<file path="src/afed_pkg.sv">
package afed_pkg;

   // Default storage depths.
   localparam int WIN_DEPTH_DEF  = 64;
   localparam int HIST_DEPTH_DEF = 16;

   // Fixed field widths.
   localparam int TIME_W  = 48;
   localparam int ALT_W   = 32;
   localparam int RATE_W  = 30;
   localparam int HALF_W  = TIME_W / 2;
   localparam int LHS_W   = 53;
   localparam int PROD_W  = RATE_W + TIME_W;
   localparam int MINW_W  = 7;

   localparam logic [19:0] US_PER_S = 20'd1000000;

   // Event codes.
   localparam logic [1:0] EV_NONE = 2'd0;
   localparam logic [1:0] EV_AIR  = 2'd1;
   localparam logic [1:0] EV_LAND = 2'd2;

   // Register indexes.
   localparam logic [2:0] REG_AIR_RATE  = 3'd0;
   localparam logic [2:0] REG_LAND_RATE = 3'd1;
   localparam logic [2:0] REG_TIME_THR  = 3'd2;
   localparam logic [2:0] REG_LAND_ALT  = 3'd3;
   localparam logic [2:0] REG_AVG_PER   = 3'd4;
   localparam logic [2:0] REG_MIN_WIN   = 3'd5;

   // One window sample.
   typedef struct packed {
      logic [TIME_W-1:0]       time_us;
      logic signed [ALT_W-1:0] alt;
   } win_ent_type;

   // One stored average.
   typedef struct packed {
      logic                    valid;
      logic [TIME_W-1:0]       time_us;
      logic signed [ALT_W-1:0] alt;
   } hist_ent_type;

   // Thresholds used by the pair compare unit.
   typedef struct packed {
      logic [RATE_W-1:0]       air_rate;
      logic [RATE_W-1:0]       land_rate;
      logic [31:0]             time_thr;
      logic signed [ALT_W-1:0] land_alt;
   } cmp_cfg_type;

   // Compare unit result for one pair.
   typedef struct packed {
      logic valid;
      logic air;
      logic land;
   } cmp_res_type;

endpackage

</file>
<file path="src/afed_hist_cell.sv">
module afed_hist_cell
   import afed_pkg::*;
(
   input  logic         clock,
   input  logic         reset,
   input  logic         shift,
   input  logic         rotate,
   input  hist_ent_type prev_ent,
   input  hist_ent_type next_ent,
   output hist_ent_type q
);

   hist_ent_type ent_ff;
   hist_ent_type ent_in;

   // Insert moves entries toward the old end; a scan rotates them toward cell zero.
   always_comb begin
      ent_in = ent_ff;
      if (shift) begin
         ent_in = prev_ent;
      end else if (rotate) begin
         ent_in = next_ent;
      end
   end

   // Only the valid flag is cleared by reset.
   always_ff @(posedge clock) begin
      ent_ff.time_us <= ent_in.time_us;
      ent_ff.alt     <= ent_in.alt;
      if (reset) begin
         ent_ff.valid <= 1'b0;
      end else begin
         ent_ff.valid <= ent_in.valid;
      end
   end

   assign q = ent_ff;

endmodule

</file>
<file path="config.mk">
export PLATFORM = sky130hd
export DESIGN_NAME = afed_hist_cell
export DESIGN_NICKNAME = d
export VERILOG_FILES = /design/src/afed_pkg.sv /design/src/afed_hist_cell.sv
export SDC_FILE = /design/constraint.sdc
export NUM_CORES = 1
export LEC_CHECK = 0
export BUFFER_PORTS_ARGS = -buffer_cell sky130_fd_sc_hd__buf_2
export CAP_MARGIN = 20
export CORE_ASPECT_RATIO = 1.5
export CORE_MARGIN = 10
export CORE_UTILIZATION = 42
export DETAILED_ROUTE_END_ITERATION = 7
export HOLD_SLACK_MARGIN = 0.15
export PLACE_DENSITY = 0.88
export SLEW_MARGIN = 20
export SYNTH_ARGS = -nofsm -noshare
export SYNTH_HDL_FRONTEND = slang
export SYNTH_SLANG_ARGS = --single-unit
</file>
<file path="constraint.sdc">
create_clock -name clock -period 2.4 [get_ports clock]
set_input_delay 0.36 -clock clock [delete_from_list [all_inputs] [get_ports clock]]
set_output_delay 0.36 -clock clock [all_outputs]
set_load 0.01 [all_outputs]
</file>
Word level (Yosys, flattened, before mapping)
Index checks and enable logic that the tools add are counted.
Storage, ports and cells
  output and inout bits: 81
  logic and storage cells: 6
  input port bits: 166
  register bits: 81
Operators by class
  reduce and logical (&&, ||, !) cells: 1
  mux-type cells: 2
Operator list (count)
  $mux 81: 2
  $reduce_bool 2->1: 1

Logic depth before layout (Yosys ltp)
  depth after elaboration: 2
  depth in mapped cells: 4
  gate-level depth less buffers: 2

Worst setup path before layout
OpenSTA, ideal clock, no wires.
  kind: input to register
  from: in shift
  to: reg ent_ff, in the netlist q[0], enable pin
  slack: 300 ps
  arrival: 1696 ps
  buffers on the path: 2
  stages: 3
  setup time: 404 ps
  required time: 1996 ps
  cell sequence: buf_6 -> buf_6 -> or2_2
Between the ends
  longest elaborated chain between the ends: 1
RTL lines
  start, declared: RTL line afed_hist_cell.sv:6  | input logic shift,
  $reduce_bool 2->1 (no line)
  end, declared: RTL line afed_hist_cell.sv:13  | hist_ent_type ent_ff;
Every way passes these cells.
A chain may end at the register's enable or synchronous reset.

==> reports/metrics.cfg <==
[route]
drtPass1Iterations=4
drt-initial-drc-count=64
routed_via_density=4.61
routedWlPerCell_um=19.5
ant_nets=0
vias=2508
drc=0
routed_wl_um=10600

[critical_path]
cp-start-kind=input pin
slowest_stage=mux2_2
rr_endpoint=q[80]
critPathKind=input pin to flop
rr_worst_depth=2
r2r_slack_ns=1.72
required_ns=2.47
arrival_ns=1.41
r2r-start=q[80]
critical_path.max_stage_delay_ns=0.38
end_kind=flop
path_cells=buf_4 > buf_12 > mux2_2
timing.critical_path.fanout_max=46

[pwr]
p_per_area_nw_per_um2=717
p_switching_uw=817
total_power_uw=3840
ir_worst_vdd_mv=0.381
p_sw_frac=0.213
power.share.combinational=0.167
p_int_uw=3020
clkPwrFrac=0.372
leakage_uw=0.00260
seqPwrFrac=0.461

[timing]
fin_crit_ns=1.34
slew_viol_final=0
skew_ns=0
rsz0062_at_grt=no
fin_tns_setup_ns=0
setup_viol=0
worst_pin_slew_ns=0.522
max_slew_margin=0.652
final-hold-violation-count=0
fin_crit_sh=0.558
max_freq_mhz=747

[synth]
synth-compound-area-share=0.00337
syn-instance-count=175
synth-seq-cells=81
syn_area_um2=3710
yosys.area_share.simple=0.00337
synth.avg_cell_area_um2=21.2
synth_seq_area_share=0.653
synthMuxAreaShare=0.314
yosys_warnings=0
yosys.cell_types.count=11
synth_top_family_by_area=multiplexers
syn-num-nets=341
synth_xor_area_frac=0
yosys.area_share.adder=0

[global_route]
antenna_found_initial=1
grt_max_degree=47
grt_pass1_vias=2850
grt-ovfl-total=0
grt_pass1_wl_um=15300
grt_usage=0.151

[clock_network]
cts_resized=0
cts_tree=done
cts_root_buf=clkbuf_16
cts.sinks=81
holdBufCountCts=0
postCtsSetupBuffers=0
clk_latency_ns=0.32
htree_levels=3
clk_pin_slew_ns=0.05
cts_made_buffers=9
clk_path_buf_depth=2

[worst_hold_path]
hold-path-endpoint=q[80]
min_path_cells=2
min_from=reset
hold_class=input pin to flop

[floorplan]
dieHeight_um=135
die-area_um2=13100
initial_core_util=0.426
die_w_um=96.8
rows=42
io_pins=247
core_area_um2=8720

[cells_and_area]
final_net_count=594
final_cell_mix=buf_2 (245), edfxtp_1 (80), mux2_4 (68)
final_common_cell=buf_2
drive_gt1_frac=0.801
largest_reg_flops=81
fin_util=0.614
syn_to_final_growth_pct=44.4
layoutNonFillerInstCount=544

[run_status]
status=completed

[place]
dp_cells=527
gp_congestion=0.813
portBuffers=246
dp_hpwl_um=8800

[flow_run]
maxCapViolations=0

cell families after synthesis:
logic type,count (synthesis)
multiplexers,81
flip-flops,81
buffers and inverters,10
AO/OA/AOI/OAI,1
AND/OR/NAND/NOR,2
per-stage QoR:
step / setup WS [ns] / cell area, µm² / hold slack, ns
6_report: 1.06 / 5360 / 0.195
5_1_grt: 1.03 / 5360 / 0.181
4_1_cts: 1.08 / 5360 / 0.178
3_5_place_dp: 0.720 / 5040 / 0.531
3_3_place_gp: 0.766 / 5040 / 0.522
2_1_floorplan: 0.300 / 3710 / 0.425
power by group through the flow:
stage	sequential, µW	combinational, µW	clock [µW]
2_1_floorplan	1890	229	0
3_3_place_gp	1790	630	0
3_5_place_dp	1800	650	0
4_1_cts	1770	651	1470
5_1_grt	1780	684	1510
6_report	1770	640	1430
cells in the mapped netlist (all sizes together):
library cell / number / area [µm²]
a211oi: 1 / 12.5
buf: 9 / 95.1
edfxtp: 80 / 2400
inv: 1 / 3.75
or2: 1 / 6.26
mux2i: 1 / 10.0
dfxtp: 1 / 20.0
mux2: 80 / 1160
nor2b: 1 / 6.26
metal layers:
metal	vias up	GRT usage	part of all wire
li1	1189	-	-
met1	1167	0.156	0.37
met2	137	0.264	0.54
met3	15	0.0567	0.069
met4	0	0.0691	0.023
met5	-	0	0
how the worst max path moves through the flow:
stage | start | to | slack, ns | depth (start not counted)
4_1_cts | shift | q[0] | 1.08 | 3
6_report | shift | q[0] | 1.06 | 3
5_1_grt | shift | q[26] | 1.03 | 3
2_1_floorplan | shift | q[0] | 0.30 | 3
3_3_place_gp | shift | q[7] | 0.77 | 3
3_5_place_dp | shift | q[0] | 0.72 | 3
cell type report:
cell class	count	area, µm²
fill	685	3360
sequential	81	2420
timing repair buffer	251	1280
multi-input combinational	84	1190
clock buffer	13	250
tap	110	138
clock inverter	3	65.1
inverter	1	3.75
antenna	1	2.50
worst max-delay path, delay by kind of cell:
| kind | cells | cell delay (ns) |
|---|---|---|
| buffers and inverters | 2 | 0.63 |
| multiplexers | 1 | 0.38 |
Power figures use the tool's default switching activity.
