**src/afed_div.sv**
```systemverilog
module afed_div #(
   parameter int N = 38,
   parameter int M = 7
) (
   input  logic         clock,
   input  logic         reset,
   input  logic         start,
   input  logic [N-1:0] dividend,
   input  logic [M-1:0] divisor,
   output logic [N-1:0] quotient,
   output logic         done
);

   localparam int CW = $clog2(N + 1);

   logic [M-1:0]  rem_ff, rem_in, dvs_ff;
   logic [N-1:0]  quo_ff;
   logic [CW-1:0] cnt_ff;
   logic          busy_ff, done_ff;
   logic [M:0]    trial;
   logic [M:0]    diff;
   logic          ge;

   // One quotient bit per cycle, restoring form.
   always_comb begin
      trial  = {rem_ff, quo_ff[N-1]};
      ge     = trial >= {1'b0, dvs_ff};
      diff   = trial - {1'b0, dvs_ff};
      rem_in = ge ? diff[M-1:0] : trial[M-1:0];
   end

   always_ff @(posedge clock) begin
      if (reset) begin
         busy_ff <= 1'b0;
         done_ff <= 1'b0;
         cnt_ff  <= '0;
      end else if (start) begin
         busy_ff <= 1'b1;
         done_ff <= 1'b0;
         cnt_ff  <= CW'(N);
         quo_ff  <= dividend;
         rem_ff  <= '0;
         dvs_ff  <= divisor;
      end else if (busy_ff) begin
         rem_ff <= rem_in;
         quo_ff <= {quo_ff[N-2:0], ge};
         cnt_ff <= cnt_ff - CW'(1);
         if (cnt_ff == CW'(1)) begin
            busy_ff <= 1'b0;
            done_ff <= 1'b1;
         end
      end
   end

   assign quotient = quo_ff;
   assign done     = done_ff;

endmodule

```
**config.mk**
```make
export PLATFORM = sky130hd
export DESIGN_NAME = afed_div
export DESIGN_NICKNAME = d
export VERILOG_FILES = /design/src/afed_div.sv
export SDC_FILE = /design/constraint.sdc
export NUM_CORES = 1
export LEC_CHECK = 0
export BUFFER_PORTS_ARGS = -buffer_cell sky130_fd_sc_hd__buf_2
export CAP_MARGIN = 15
export CORE_UTILIZATION = 51
export DETAILED_ROUTE_END_ITERATION = 8
export HOLD_SLACK_MARGIN = 0.15
export PLACE_DENSITY = 0.79
export SLEW_MARGIN = 30
export SYNTH_ARGS = -nofsm -noshare
export SYNTH_HDL_FRONTEND = slang
export SYNTH_SLANG_ARGS = --single-unit
export TNS_END_PERCENT = 10
```
**constraint.sdc**
```tcl
create_clock -name clock -period 4.05 [get_ports clock]
set_clock_uncertainty 0.2 [all_clocks]
set_input_delay 0.6075 -clock clock [delete_from_list [all_inputs] [get_ports clock]]
set_output_delay 0.6075 -clock clock [all_outputs]
set_load 0.02 [all_outputs]
```
# Word-level counts from Yosys, hierarchy flattened
# Cells that the tools add are included.
# totals
ff_bits,60
in_bits,48
output_inout_bits,39
# op_classes
n_eq_ne,1
mux,9
bitwise,1
n_reduce_logical,5
n_lt_le_gt_ge,1
n_addsub,2
# ops
cell,n
$mux W38,2
$mux W7,2
$mux W6,2
$ge A8 B7 Y1,1
$sub A7 B7 Y7,1
$eq A6 B1 Y1 const B,1
$reduce_and A2 Y1,3
$sub A6 B1 Y6 const B,1
$mux W1,3
$reduce_bool A2 Y1,1
$reduce_or A2 Y1,1
$not A1 Y1,1

# Depth between registers and ports, before layout
# depth
depth_word,4
mapped_depth,8
depth_no_buf,8

# Least setup slack after synthesis
# No wires, ideal clock.
# synth_path
path_type,input to register
start,input port start
end,"register quo_ff[0], in the netlist quotient[0] (enable)"
n_path_buf,2
setup_slack_ps,441
cell_stages,4
arrival_time_ps,2961
setup_ps,448
path_cell_list,clkbuf_1 > buf_2 > nor2_1 > nor2_1
# synth_via
elab_chain_cells,2
# synth_lines
element,line,rtl
from (decl),7,"input logic start,"
$reduce_bool A2 Y1 (no source line),--,
$reduce_and A2 Y1 (no source line),--,
to (signal assigned),41,quo_ff <= dividend;
to (signal assigned),46,"quo_ff <= {quo_ff[N-2:0], ge};"
to (decl),17,logic [N-1:0] quo_ff;
# No other way between the ends.
# A chain may end at the register's enable or synchronous reset.

# Final worst setup path
# layout_path
start,"register quo_ff[37], in the netlist quotient[37]"
end,"register rem_ff[0], data pin"
# layout_via
elab_chain_cells,3
# layout_lines
element,line,rtl
$sub A7 B7 Y7 or $ge A8 B7 Y1 (tied branches),"28, 27",
$mux W7 (*),29,rem_in = ge ? diff[M-1:0] : trial[M-1:0];
$mux W7 (*),44,end else if (busy_ff) begin
to (signal assigned),45,rem_ff <= rem_in;
to (decl),16,"logic [M-1:0] rem_ff, rem_in, dvs_ff;"
# Mark *: on every way between the ends. The rest lies on a longest branch, timed or not. The select of a mux whose other input is x is not followed.

==> impl_results.md <==
* Mapped Nets at 264
* CP Data Required Time at 4000 ps
* Post-synth EDFFs at 52
* Async SR Flop Fraction at 0%
* Unrepaired setup endpoints after global routing: false
* Dpl hpwl at 4068 um
* Vias at 1,991
* Total power at 1.607 mW
* Via density at 5.367
* Dpl cell area at 3371 sq um
* Nets at 354
* Family with the most delay on the worst path: compound AO/OA/AOI/OAI gates
* Commonest non-fill, non-tap cell in the layout: buf_2
* CTS tree: yes
* Average size of a mapped cell at 13.98 sq um
* Clock root cell: clkbuf_8
* Clock power frac at 36.0%
* CP Launch Type: register
* Worst Setup Path Type: reg2reg
* PD cells at 448.2 nW/um^2
* Cells after Synth at 206
* Core ar. at 5270 sq um
* CP Capture Type: register
* Clock-pin slew on the worst setup and hold paths at 70 ps
* Number of global-route vias before repair at 2,045
* Comb pwr share at 17.2%
* Endpoints failing setup at 0
* Top post-synthesis cells by area: edfxtp_1 54%, mux2_2 15%, dfxtp_1 5.6%
* Global-route wire length before repair at 9811 um
* Setup TNS at 0 ps
* CP max-delay cell: fa_1
* Commonest non-fill, non-tap cells in the layout: 86 x buf_2, 52 x edfxtp_1, 39 x mux2_2, 13 x inv_1, 12 x nor3_1
* Gr usage total at 21.73%
* Hold_buf cts at 0
* Largest net degree at the start of global routing at 46
* Unique masters post-synth at 39
* Max Freq at 0.4098 GHz
* Post-Route WL at 5838 um
* Int Power at 1.194 mW
* PortBufs at 86
* I/O pin total at 87
* Fin crit share at 60.25%
* FF+latch count, synth at 60
* Crit-path max cell delay at 420 ps
* Worst IR Drop VDD at 0.2756 mV
* Post_cts resized at 0
* Die X at 77.14 um
* NetSw at 0.4130 mW
* Area leader, netlist: edfxtp_1
* Final hold viol count at 0
* Overflow after GRT at 0
* Bufs and invs on worst path at 1
* Die Height at 77.14 um
* Total CTS buffers at 9
* # H-tree levels at 3
* Initial antenna violation count at 0
* Worst-Margin Slew at 747.0 ps
* Synthesized area at 2879 sq um
* Worst slew margin at 50.02%
* HP Class: in2reg
* Leak pwr at 1.460 nW
* Register area share after synthesis at 59.80%
* Fillers at 404
* Total inserted antenna cells at 0
* Layout cell share with drive strength beyond 1 at 49.50%
* GPL Wtd Cong at 0.8073
* Clock sinks at 60
* Standard-cell rows at 26
* Die area at 5950 sq um
* Avg WL per Cell at 15.74 um
* Clock Tree Buf Depth at 2
* Drt drc at 0
* Sw frac at 25.70%
* Crit path DAT at 2390 ps
* Setup bufs post-CTS at 0
* YS warnings at 0
* Area grow syn2layout at 24.55%
* Seq pwr share at 46.8%
* Cell breakdown of the critical path: inv_1 > ha_1 > fa_1 > nand2b_1 > o2bb2ai_2 > a31oi_2 > nor3_1 > a211oi_1
* Most used DFF post-synth: edfxtp_1
* First-pass DRT Iterations at 4
* Iter 0 DRT Violations at 127
* MaxCap Viol Count at 0
* Design Area, Final at 3586 sq um
* Final Core Density at 68.04%
* Final slew viol count at 0
* Worst-Skew Late Latency at 330 ps
* CP max FO at 6
* Routed Antenna Nets at 0
* Status: finished, final reports clean
* Starting Density at 54.63%
* Share of the synthesized area in the top cell type at 54.24%
* Crit path time final at 2440 ps
-- sequential cells by signal (all words and copies together) (netlist names) --
name	cells
quotient	38
cnt_ff	6
done	1
rem_ff	7
dvs_ff	7
busy_ff	1
-- metal layers --
| layer | wire, um | share of wire [%] | global-route usage (%) | up-vias |
|---|---|---|---|---|
| met3 | 350 | 6.0 | 7.381 | 4 |
| met4 | 49 | 0.84 | 8.113 | 0 |
| met2 | 2844 | 49 | 34.42 | 64 |
| met5 | 0 | 0 | 0 | - |
| li1 | - | - | - | 963 |
| met1 | 2594 | 44 | 27.48 | 960 |
-- synth_stat cells, types with 2 or more instances --
cell and number:
edfxtp_1 52, mux2_2 39, inv_1 13, nor3_1 12
a21oi_1 9, ha_1 9, dfxtp_1 8, nor2_1 7
nand3_1 6, o21ai_0 5, xnor2_1 5, buf_2 3
buf_6 3, nand2_1 3, a211oi_1 2, and3_1 2
clkbuf_1 2, nor2b_1 2, nor4_1 2, o21a_1 2
xor2_1 2
-- worst reg2reg max path, stage by stage (launching register included) --
cell,delay (ps)
edfxtp_1,370
inv_1,50
ha_1,220
fa_1,420
nand2b_1,180
o2bb2ai_2,170
a31oi_2,300
nor3_1,110
a211oi_1,250
-- power by group through the flow --
stage	combinational, mW	clock [mW]	sequential (mW)
after floorplan	0.167	0	0.791
after global placement	0.268	0	0.763
after detailed placement	0.275	0	0.764
after CTS	0.277	0.584	0.752
after global routing	0.304	0.611	0.757
final	0.277	0.578	0.752
-- cell families after synthesis --
kind of cell / after synthesis / share of synthesized area [%]
compound gates: 30 / 7.649
xor+xnor: 7 / 2.130
mux: 40 / 15.60
fa+ha+maj: 10 / 4.607
simple gates: 37 / 6.389
buf+inv: 22 / 3.824
flops: 60 / 59.80
-- cell type report --
type / instances / area (sq um) / share of cell area [%]
timing repair buffer: 88 / 457.9 / 12.77
clock buffer: 9 / 123.9 / 3.454
sequential: 60 / 1722 / 48.01
clock inverter: 7 / 91.34 / 2.547
tap: 70 / 87.58 / 2.442
multi-input combinational: 124 / 1055 / 29.41
inverter: 13 / 48.80 / 1.361
-- path summary, 6_finish.rpt --
path	startpoint	to	slack, ps	cells after the start
setup / recovery	quotient[37]	rem_ff[0]	1610	8
hold / removal	divisor[1]	dvs_ff[1]	250	1
setup reg to reg	quotient[37]	rem_ff[0]	1610	8
hold reg to reg	done	done	340	2
-- through the flow --
stage | hold slack [ps] | setup WS, ps | instances
after floorplan | 331.5 | 441.4 | 206
after global placement | 320.6 | 1775 | 355
after detailed placement | 327.4 | 1683 | 355
after CTS | 234.4 | 1620 | 371
after global routing | 223.6 | 1553 | 371
final | 247.8 | 1610 | 371
Note: power is estimated with default switching activity, not from simulation.
