## config.mk

```make
export PLATFORM = sky130hd
export DESIGN_NAME = afed_win_cell
export DESIGN_NICKNAME = d
export VERILOG_FILES = /design/src/afed_pkg.sv /design/src/afed_win_cell.sv
export SDC_FILE = /design/constraint.sdc
export NUM_CORES = 1
export LEC_CHECK = 0
export BUFFER_PORTS_ARGS = -buffer_cell sky130_fd_sc_hd__buf_2
export CORE_MARGIN = 2
export CORE_UTILIZATION = 37
export CTS_CLUSTER_SIZE = 10
export DETAILED_ROUTE_END_ITERATION = 10
export GPL_TIMING_DRIVEN = 0
export PLACE_DENSITY_LB_ADDON = 0.25
export SYNTH_ARGS = -nofsm -noshare
export SYNTH_HDL_FRONTEND = slang
export SYNTH_SLANG_ARGS = --single-unit
```

## constraint.sdc

```tcl
create_clock -name clock -period 0.8 [get_ports clock]
set_input_delay 0.04 -clock clock [delete_from_list [all_inputs] [get_ports clock]]
set_output_delay 0.04 -clock clock [all_outputs]
set_load 0.01 [all_outputs]
```

## src/afed_pkg.sv

```systemverilog
package afed_pkg;

   // Default storage depths.
   localparam int WIN_DEPTH_DEF  = 64;
   localparam int HIST_DEPTH_DEF = 16;

   // Fixed field widths.
   localparam int TIME_W  = 48;
   localparam int ALT_W   = 32;
   localparam int RATE_W  = 30;
   localparam int HALF_W  = TIME_W / 2;
   localparam int LHS_W   = 53;
   localparam int PROD_W  = RATE_W + TIME_W;
   localparam int MINW_W  = 7;

   localparam logic [19:0] US_PER_S = 20'd1000000;

   // Event codes.
   localparam logic [1:0] EV_NONE = 2'd0;
   localparam logic [1:0] EV_AIR  = 2'd1;
   localparam logic [1:0] EV_LAND = 2'd2;

   // Register indexes.
   localparam logic [2:0] REG_AIR_RATE  = 3'd0;
   localparam logic [2:0] REG_LAND_RATE = 3'd1;
   localparam logic [2:0] REG_TIME_THR  = 3'd2;
   localparam logic [2:0] REG_LAND_ALT  = 3'd3;
   localparam logic [2:0] REG_AVG_PER   = 3'd4;
   localparam logic [2:0] REG_MIN_WIN   = 3'd5;

   // One window sample.
   typedef struct packed {
      logic [TIME_W-1:0]       time_us;
      logic signed [ALT_W-1:0] alt;
   } win_ent_type;

   // One stored average.
   typedef struct packed {
      logic                    valid;
      logic [TIME_W-1:0]       time_us;
      logic signed [ALT_W-1:0] alt;
   } hist_ent_type;

   // Thresholds used by the pair compare unit.
   typedef struct packed {
      logic [RATE_W-1:0]       air_rate;
      logic [RATE_W-1:0]       land_rate;
      logic [31:0]             time_thr;
      logic signed [ALT_W-1:0] land_alt;
   } cmp_cfg_type;

   // Compare unit result for one pair.
   typedef struct packed {
      logic valid;
      logic air;
      logic land;
   } cmp_res_type;

endpackage

```

## src/afed_win_cell.sv

```systemverilog
module afed_win_cell
   import afed_pkg::*;
(
   input  logic        clock,
   input  logic        shift,
   input  win_ent_type d,
   output win_ent_type q
);

   win_ent_type ent_ff;

   // Take the neighbor's sample on each transfer.
   always_ff @(posedge clock) begin
      if (shift) begin
         ent_ff <= d;
      end
   end

   assign q = ent_ff;

endmodule

```

# --- Word-level counts from Yosys, hierarchy flattened ---
# Cells that the tools add are included.
totals:
  word_cells: 2
  in_bits: 82
  out_inout_bits: 80
  regBits: 80

# --- Depth between registers and ports, before layout ---
# Gate-level depths: netlist of run 1.
logic_depth:
  depth_word: 0
  depth_mapped: 0
  depth_no_buf: 0

# --- Least setup slack after synthesis of run 1 ---
# No wires, ideal clock.
synth_path:
  path_kind: "reg-to-output"
  start: "register ent_ff (netlist bit q[0])"
  end: "output q[0] in the netlist's numbering"
  n_path_buf: 0
  stages_incl_launch_ff: 1
  arrival_ns: 0.394
  setup_slack_ns: 0.366
  cell_sequence: "edfxtp_1"
synth_rtl:
  columns: ["element", "line", "rtl"]
  rows:
  - ["start: declaration", "afed_win_cell.sv:10", "win_ent_type ent_ff;"]
  - ["start signal: assignment", "afed_win_cell.sv:15", "ent_ff <= d;"]
  - ["end: declaration", "afed_win_cell.sv:7", "output win_ent_type q"]
# No word-level cell between the ends.

# --- Worst setup path after layout of run 1 ---
layout_path:
  start: "register ent_ff (netlist bit q[18])"
  end: "output q[18] in the netlist's numbering"
# No word-level cell between the ends.

==> results_dict.tcl, run 1 <==
set metrics [dict create \
    die_h_um 84.6 \
    final-hold-violation-count 0 \
    clk_pin_slew_ns 0.09 \
    pin_count 162 \
    seq_power_share_pct 54.7 \
    p_sw_share_pct 23.7 \
    yosysTopAreaCell "edfxtp_1" \
    gr-total-overflow 0 \
    yosysUniqueCellTypes 1 \
    max-slew-margin-rel_pct 51.7 \
    drive_gt1_share_pct 52.5 \
    rsz0062_at_grt "true" \
    drtIter0Drc 128 \
    mostFrequentLayoutCell "buf_2" \
    max_freq_mhz 1010 \
    core_area_um2 6310 \
    post-route-period-util_pct 124 \
    highest_layer "met4" \
    slew_viol_final 0 \
    post-route-drc-count 0 \
    grt_pass1_wl_mm 11.1 \
    h-tree-depth 3 \
    period_needed_ns 0.989 \
    max_cap_violations 0 \
    required_ns 0.76 \
    dr.pass1.iters 4 \
    grt_max_degree 81 \
    netlist.area_leader.share_pct 100 \
    multi_input_area_um2 0 \
    clock_power_share_pct 33.0 \
    cp_max_fo 1 \
    ys_seq_area_share_pct 100 \
    syn_nets 162 \
    synthesis.area_um2 2400 \
    routed_wl_mm 7.72 \
    crit_chain "buf_2" \
    areaGrowthSynthToFinish_pct 80.1 \
    cts_tree "done" \
    grt_use_total_pct 21.7 \
    layout_common_cells "159 x buf_2, 80 x dlygate4sd3_1, 80 x edfxtp_1" \
    wire_per_inst_um 18.6 \
    intPower_uw 7060 \
    initial_core_util_pct 38.0 \
    worst_pin_slew_ns 0.725 \
    met1_length_mm 2.99 \
    synth_area_leaders "edfxtp_1 100%" \
    cp_num_buf_inv 1 \
    fin_hold_ws_ns 0.235 \
    p_switching_uw 2200 \
    power_density_nw_per_um2 2140 \
    nNetsFinal 414 \
    hold_path.class "in -> reg" \
    regArea_um2 2400 \
    crit_type "reg -> out" \
    clk_path_buf_depth 2 \
    fin_ws_ns -0.189 \
    num_vias 1814 \
    syn_avg_cell_area_um2 30.0 \
    nFillCells 444 \
    clk_root_buffer_cell "clkbuf_8" \
    startpoint_type "flip-flop" \
    wl_met2_mm 3.68 \
    violations "negative setup slack" \
    postCtsSetupBuffers 0 \
    cts_buffers 9 \
    met3WireLength_um 725 \
    ys_warn_count 0 \
    largest_reg_flops 80 \
    viasPerCell 4.36 \
    antenna_left 0 \
    max_stage_delay_ns 0.43 \
    crit_arrival_ns 0.95 \
    cp_top_family "flip-flops" \
    antenna_found_initial 1 \
    final.setup.tns_ns -8.50 \
    ys_ff_latch 80 \
    grt_pass1_vias 1944 \
    nMultiInputCombCells 0 \
    die_area_um2 7150 \
    synth_cells 80 \
    cts_sinks 80 \
    status "finished with violations" \
    pwr-share-comb_pct 12.3 \
    setup_violations 80 \
    routabilityCongestion 0.786 \
    numPortBuffers 161 \
    p_leak_uw 0.00186 \
    rows 29 \
    end_kind "output pin" \
    peakVddDrop_v 0.00157 \
    crit_slowest_cell "edfxtp_1" \
    fp.dieW_um 84.6 \
]
[final timing paths]
| check | end | startpoint | cells after the start | slack (ns) |
|---|---|---|---|---|
| min | q[51] | shift | 1 | 0.23 |
| max | q[18] | q[18] | 1 | -0.19 |
[per-stage QoR]
stage,setup slack [ns],cell area [µm²],utilization (%),power [µW],instances
5_1_grt,-0.218,4320,68.5,9580,415
3_3_place_gp,-0.913,3300,52.3,5950,318
6_report,-0.189,4330,68.5,9260,416
3_5_place_dp,-0.394,3310,52.4,5970,318
4_1_cts,-0.171,4320,68.4,9240,414
2_1_floorplan,0.366,2400,-,5340,80
[per-layer routing]
layer	GRT usage [%]	up-vias
met5	0	-
met4	12.3	0
met3	7.77	20
met2	35.2	135
met1	25.1	826
li1	-	833
[power groups by stage]
stage	logic (µW)	registers [µW]	clock network [µW]
2_1_floorplan	0	5340	0
3_3_place_gp	787	5160	0
3_5_place_dp	805	5160	0
4_1_cts	1120	5060	3060
5_1_grt	1200	5100	3270
6_report	1140	5070	3050
[logic make-up after synthesis]
family / Yosys count / synth area share [%]
flip-flops: 80 / 100
[final cells by class]
type	count	area share, %
Antenna cell	2	0.116
Clock buffer	9	2.86
Clock inverter	7	1.85
Sequential cell	80	55.5
Tap cell	77	2.23
Timing Repair Buffer	241	37.4
[repair_timing]
action	CTS	global route
gates resized for setup	1	2
hold endpoints to repair	80	0
endpoints found under the setup margin	160	80
hold buffers	80	0
[Yosys cell counts, drive strengths merged]
cell	n
edfxtp	80
Power figures use the tool's default switching activity.
==> run 2, diff against run 1 <==
- RECOVER_POWER: default -> 100
==> run 2 against run 1 <==
  * The run still ends with negative setup slack left
  * Fmax about the same
  * Critical path type unchanged
  * Sequential power about the same
  * Utilization shrank 0.14 points
  * Clock power about the same
  * Power barely moved
  * First-iteration DRC count is the same
  * Sequential cell count unchanged
  * Non-clock buffer count unchanged
==> results_dict.tcl, run 2 (same netlist as run 1, synthesis figures left out) <==
set metrics [dict create \
    max_stage_delay_ns 0.43 \
    peakVddDrop_v 0.00149 \
    grt_pass1_vias 1944 \
    drive_gt1_share_pct 50.4 \
    post-route-drc-count 0 \
    required_ns 0.76 \
    cp_max_fo 1 \
    cts_tree "done" \
    die_area_um2 7150 \
    antenna_found_initial 1 \
    clock_power_share_pct 33.0 \
    min_from "shift" \
    end_kind "output pin" \
    layout_common_cells "152 x buf_2, 80 x dlygate4sd3_1, 80 x edfxtp_1" \
    grt_pass1_wl_mm 11.1 \
    max_cap_violations 0 \
    crit_arrival_ns 0.95 \
    fin_ws_ns -0.188 \
    clk_root_buffer_cell "clkbuf_8" \
    clk_pin_slew_ns 0.09 \
    p_leak_uw 0.00184 \
    hold_path.class "in -> reg" \
    mostFrequentLayoutCell "buf_2" \
    areaGrowthSynthToFinish_pct 79.7 \
    routed_wl_mm 7.71 \
    power_density_nw_per_um2 2140 \
    antenna_left 0 \
    pre_cts_ws_ns -0.394 \
    violations "negative setup slack" \
    numPortBuffers 161 \
    multi_input_area_um2 0 \
    max_freq_mhz 1010 \
    crit_chain "buf_2" \
    seq_power_share_pct 54.8 \
    final_area_um2 4320 \
    place_area_um2 3310 \
    startpoint_type "flip-flop" \
    clk_path_buf_depth 2 \
    cp_num_buf_inv 1 \
    h-tree-depth 3 \
    largest_reg_flops 80 \
    setup_violations 80 \
    fin_util_pct 68.4 \
    rows 29 \
    drtIter0Drc 128 \
    routabilityCongestion 0.786 \
    holdPathEnd "q[51]" \
    viasPerCell 4.35 \
    grt_max_degree 81 \
    post-route-period-util_pct 123 \
    num_vias 1808 \
    final.setup.tns_ns -8.50 \
    cp_top_family "flip-flops" \
    p_switching_uw 2190 \
    nMultiInputCombCells 0 \
    slew_viol_final 0 \
    period_needed_ns 0.988 \
    grt_use_total_pct 21.7 \
    crit_type "reg -> out" \
    pin_count 162 \
    core_area_um2 6310 \
    final-hold-violation-count 0 \
    die_h_um 84.6 \
    wire_per_inst_um 18.5 \
    initial_core_util_pct 38.0 \
    status "finished with violations" \
    crit_slowest_cell "edfxtp_1" \
    cts_sinks 80 \
    intPower_uw 7060 \
    gr-total-overflow 0 \
    p_sw_share_pct 23.7 \
    holdPathStages 1 \
    rsz0062_at_grt "true" \
    cts_buffers 9 \
    worst_pin_slew_ns 0.722 \
    fin_hold_ws_ns 0.234 \
    postCtsSetupBuffers 0 \
    pwr-share-comb_pct 12.2 \
    fp.dieW_um 84.6 \
    dr.pass1.iters 4 \
    nNetsFinal 414 \
    max-slew-margin-rel_pct 51.9 \
]
[run 2: layout make-up]
type                    instances  area [µm²]
flip-flops and latches         80        2400
clock inverters                 7        80.1
diodes                          2        5.00
repair buffers                241        1610
fillers                       449        2000
well taps                      77        96.3
clock buffers                   9         124
[run 2: worst max-delay path by stage]
| stage | cells after the start | endpoint | startpoint | slack [ns] |
|---|---|---|---|---|
| 6_report | 1 | q[18] | q[18] | -0.19 |
| 2_1_floorplan | 0 | q[0] | q[0] | 0.37 |
| 4_1_cts | 1 | q[63] | q[63] | -0.17 |
| 5_1_grt | 1 | q[18] | q[18] | -0.22 |
| 3_5_place_dp | 1 | q[8] | shift | -0.39 |
| 3_3_place_gp | 1 | q[57] | shift | -0.91 |
[run 2: what timing repair did]
action,4_1_cts,5_1_grt
endpoints found under the hold margin,80,0
gates cloned,0,0
hold buffers,80,0
gates resized for setup,1,2
setup endpoints to repair,160,80
[run 2: power by group through the flow]
| stage | combinational (µW) | clock [µW] | sequential (µW) |
|---|---|---|---|
| 4_1_cts | 1120 | 3060 | 5060 |
| 3_3_place_gp | 787 | 0 | 5160 |
| 3_5_place_dp | 805 | 0 | 5160 |
| 2_1_floorplan | 0 | 0 | 5340 |
| 5_1_grt | 1200 | 3270 | 5100 |
| 6_report | 1130 | 3050 | 5070 |
[run 2: per-stage QoR]
stage / instances / total power [µW]
after global routing: 415 / 9570
after CTS: 414 / 9240
after floorplan: 80 / 5340
after detailed placement: 318 / 5970
after global placement: 318 / 5950
final: 416 / 9250
[run 2: layer usage]
metal	vias up	part of all wire, %	track usage [%]
met4	0	4.1	12.3
li1	833	-	-
met1	822	38	25.1
met3	20	9.5	7.77
met2	133	48	35.2
met5	-	0	0
